`src/rtl/hct_pkg.sv`:
```
package hct_pkg;

   localparam int DEFAULT_DEPTH = 64;

   // Opcodes of the request word.
   localparam logic [2:0] OP_OBSERVE = 3'd0;
   localparam logic [2:0] OP_BLACK   = 3'd1;
   localparam logic [2:0] OP_WHITE   = 3'd2;
   localparam logic [2:0] OP_REMOVE  = 3'd3;
   localparam logic [2:0] OP_CLEAR   = 3'd4;
   localparam logic [2:0] OP_STANDBY = 3'd5;
   localparam logic [2:0] OP_READ    = 3'd6;

   localparam logic [1:0] ST_DONE     = 2'd0;
   localparam logic [1:0] ST_NO_ENTRY = 2'd1;
   localparam logic [1:0] ST_BAD_SLOT = 2'd2;

   localparam logic [7:0]  TONE_NONE = 8'hFF;
   localparam logic [9:0]  MS_CAP    = 10'd999;
   localparam logic [10:0] MS_PER_S  = 11'd1000;
   localparam logic [15:0] DUR_MAX   = 16'hFFFF;

   // Milliseconds to seconds: floor(x / 1000) == (x * RECIP_1000) >> RECIP_SHIFT
   // for every 32-bit x.
   localparam logic [28:0] RECIP_1000  = 29'd274877907;
   localparam int          RECIP_SHIFT = 38;

   typedef struct packed {
      logic [31:0] freq;
      logic [31:0] settings;
      logic [15:0] last_open_s;
      logic [15:0] duration;
      logic [7:0]  tone;
      logic        digital;
      logic        open;
      logic        white;
      logic        black;
   } entry_type;

   typedef struct packed {
      logic shift_en;
      logic write_en;
      logic mark_en;
      logic close_all;
   } cell_ctl_type;

endpackage

```
`src/rtl/hct_cell.sv`:
```
module hct_cell #(
   parameter int IDX = 0,
   parameter int CW  = 7,
   parameter int SW  = 6
) (
   input  logic                 clock,
   input  hct_pkg::cell_ctl_type ctl,
   input  logic [CW-1:0]        count,
   input  logic [31:0]          key,
   input  logic [SW-1:0]        shift_pos,
   input  logic [SW-1:0]        write_pos,
   input  logic [SW-1:0]        mark_pos,
   input  logic [SW-1:0]        sel_pos,
   input  logic                 use_match,
   input  hct_pkg::entry_type   nb_data,
   input  hct_pkg::entry_type   wr_data,
   input  logic [1:0]           mark_val,
   input  logic                 found_in,
   output logic                 found_out,
   output logic                 match,
   output logic                 evict,
   output logic                 sel,
   output hct_pkg::entry_type   data
);
   import hct_pkg::*;

   entry_type data_ff, data_in;
   logic      in_range, unmarked;

   assign data     = data_ff;
   assign in_range = CW'(IDX) < count;
   assign match    = in_range && (data_ff.freq == key);
   assign unmarked = in_range && !data_ff.white && !data_ff.black;
   // The first unmarked cell in the chain is the eviction victim.
   assign evict     = unmarked && !found_in;
   assign found_out = found_in || unmarked;
   assign sel       = use_match ? match : (sel_pos == SW'(IDX));

   always_comb begin
      data_in = data_ff;
      if (ctl.close_all) begin
         data_in.open = 1'b0;
      end
      if (ctl.shift_en && (SW'(IDX) >= shift_pos)) begin
         data_in = nb_data;
      end
      if (ctl.write_en && (write_pos == SW'(IDX))) begin
         data_in = wr_data;
      end
      if (ctl.mark_en && (mark_pos == SW'(IDX))) begin
         data_in.white = mark_val[0];
         data_in.black = mark_val[1];
      end
   end

   always_ff @(posedge clock) begin
      data_ff <= data_in;
   end

endmodule

```
`config.mk`:
```
export PLATFORM = sky130hd
export DESIGN_NAME = hct_cell
export DESIGN_NICKNAME = d
export VERILOG_FILES = /design/src/rtl/hct_pkg.sv /design/src/rtl/hct_cell.sv
export SDC_FILE = /design/constraint.sdc
export NUM_CORES = 1
export LEC_CHECK = 0
export ABC_AREA = 1
export BUFFER_PORTS_ARGS = -buffer_cell sky130_fd_sc_hd__buf_2
export CAP_MARGIN = 20
export CORE_AREA = 2 2 153 155
export CTS_CLUSTER_SIZE = 8
export DETAILED_ROUTE_END_ITERATION = 6
export DIE_AREA = 0 0 155 157
export GPL_TIMING_DRIVEN = 0
export PLACE_DENSITY = 0.57
export SYNTH_ARGS = -nofsm -noshare
export SYNTH_HDL_FRONTEND = slang
export SYNTH_SLANG_ARGS = --single-unit
```
`constraint.sdc`:
```
create_clock -name clock -period 6 [get_ports clock]
set_input_delay 0.9 -clock clock [delete_from_list [all_inputs] [get_ports clock]]
set_output_delay 0.9 -clock clock [all_outputs]
set_load 0.01 [all_outputs]
```
==> results.md <==
- F_max: 326.6 MHz
- Final setup violation count: 0
- CP endpoint kind: register
- Die area: 24340 µm²
- Critical path type: input port to register
- Worst-path clk slew: 0.08 ns
- Width of the die: 155 µm
- CTS resizes: 0
- Setup TNS: 0 ns
- Overflow after GRT: 0
- Critical path, cell by cell: buf_2 -> nor4_1 -> nand2_1 -> inv_2 -> nor2_1 -> inv_4 -> buf_16 -> or2_2
- H-tree lvl count: 3
- Seq/Total Area, Yosys: 58.88%
- FILL cells: 2392
- Ratio of cells with drive above 1 in the final layout: 41.29%
- Post-Syn Area: 5508 µm²
- Crit-path max FO: 58
- Slew headroom: 47.24%
- YS warnings: 0
- Cell with the largest stage delay on the worst path: inv_4
- Final period demand of the worst path: 3.061 ns
- Gr usage total: 16.69%
- ANT nets after route: 0
- Vias: 5820
- Post-route clock period utilization: 51.02%
- Starting Density: 24.48%
- Worst Path Buf+Inv: 4
- Max VDD drop: 0.0001129 V
- I/O Pins: 400
- Critical Path AT: 3.14 ns
- Worst Tran Pin Value: 0.7915 ns
- Post-Route WL: 21130 µm
- Vias per cell: 4.356
- Nets: 1334
- Area share of the largest cell type after synthesis: 58.88%
- Netlist cell types: 20
- Outcome: complete, no violations
- Largest net degree at the start of global routing: 59
- DRT iter0 DRCs: 263
- Final Hold Fails: 0
- Power per cell area: 190.8 nW/µm²
- Wirelength per Cell: 15.82 µm
- Final Power: 1.558 mW
- Top cell type by total area after synthesis: edfxtp_1
- Fin worst setup slack: 2.939 ns
- TritonCTS buffer count: 9
- Fin. max-slew vios: 0
- Hold Path Class: input port to register
- Number of buffers added on ports: 399
- Largest register FFs: 108
- Cts-stage hold buffer count: 0
- Post-CTS setup-driven buffer insertion count: 0
- Worst path top cell family by delay: buffers and inverters
- Synth Net Count: 923
- Worst path max stage delay: 0.52 ns
- Clock Tree Buf Depth: 2
- Root Driver: clkbuf_16
- Clk sinks: 108
- CP startpoint kind: input port
- HPWL after DPL: 17040 µm
- RD Place Congestion: 0.8914
- Area contributors post-synth: edfxtp_1 (59%), nand2_1 (19%), nand3_1 (10%)
- WP data required: 6.08 ns
- First-pass GRT wire length: 30460 µm
- Post-synthesis cell count: 635
- Row cnt: 55
- DRC viols: 0
- Cell Area, Placed: 7891 µm²
- Max-cap violation count: 0
- FF+latch count, synth: 108
- P_leak: 3.847 nW
- Final instance area: 8169 µm²
- CTS tree: built
- Area delta synth->final: 48.32%
- Syn_area_per_cell: 8.674 µm²
- 1st-pass router iterations: 4
- Worst slack, placed: 2.367 ns
- Min Hold Slack: 0.8123 ns
- Total core area: 22500 µm²
- Vias in the first global route: 5611
- Initial antenna violation count: 4
- Die Height: 157 µm
- Number of diodes: 0
- RSZ-0062 raised after global routing: no
-- placed cells by master (no fill, tap or decap), types with 3 or more instances in the layout --
cell	Yosys	final
nor3_1	5	5
clkinv_4	0	3
xnor2_1	11	11
nand2_1	284	284
edfxtp_1	108	108
clkbuf_1	19	19
nor2_1	29	29
nand3_1	110	110
inv_1	36	35
nor4_1	4	4
or2_2	3	3
clkbuf_16	0	9
xor2_1	3	3
buf_2	13	412
-- cells by family (layout without fill, tap and decap cells) --
logic type / Yosys count / after routing / synth area share, %
AND/OR/NAND/NOR: 440 / 440 / 33.46
flip-flops: 108 / 108 / 58.88
buffers and inverters: 70 / 486 / 5.134
XOR/XNOR: 14 / 14 / 2.226
AO/OA/AOI/OAI: 3 / 3 / 0.2954
-- final cells by class --
class / count / area [µm²] / share of cell area [%]
buffer: 33 / 143.9 / 1.761
clock buffer: 9 / 225.2 / 2.757
clock inverter: 7 / 52.55 / 0.6433
inverter: 37 / 141.4 / 1.731
multi-input combinational: 457 / 1982 / 24.26
sequential: 108 / 3243 / 39.70
tap: 285 / 356.6 / 4.365
timing repair buffer: 400 / 2024 / 24.78
-- synthesized netlist by cell type --
library cell / number
nand2_1: 284
xor2_1: 3
xnor2_1: 11
buf_2: 13
or2_2: 3
nor4_1: 4
buf_4: 1
nor4_4: 1
o21ai_0: 2
nor2_1: 29
nand3_1: 110
and2_1: 1
o22ai_1: 1
edfxtp_1: 108
inv_2: 1
inv_1: 36
nor3_1: 5
nand4_1: 1
nand3b_1: 2
clkbuf_1: 19
-- report_power, final --
group / switching [mW] / leakage [nW] / total, mW / internal, mW
Clock: 0.293 / 0.133 / 0.578 / 0.285
Sequential: 0.00357 / 0.757 / 0.832 / 0.829
Combinational: 0.0634 / 2.96 / 0.148 / 0.0849
Total: 0.360 / 3.85 / 1.56 / 1.20
-- routing by layer --
layer | global-route usage (%) | vias up | wire length, µm
met5 | 0 | - | 39
met1 | 17.99 | 2594 | 8047
met2 | 30.81 | 280 | 10830
li1 | - | 2911 | -
met4 | 4.850 | 6 | 382
met3 | 5.865 | 29 | 1835
-- final timing paths --
| path | startpoint | end | slack (ns) | cells past startpoint |
|---|---|---|---|---|
| hold / removal | wr_data[42] | data[42] | 0.81 | 3 |
| setup / recovery | write_pos[1] | data[2] | 2.94 | 8 |
-- metrics by stage --
stage / util [%] / instances
2_1_floorplan: - / 635
3_3_place_gp: 34.93 / 1319
3_5_place_dp: 35.07 / 1320
4_1_cts: 36.30 / 1336
5_1_grt: 36.30 / 1336
6_report: 36.30 / 1336
No activity file was read; power rests on OpenSTA's default activity.
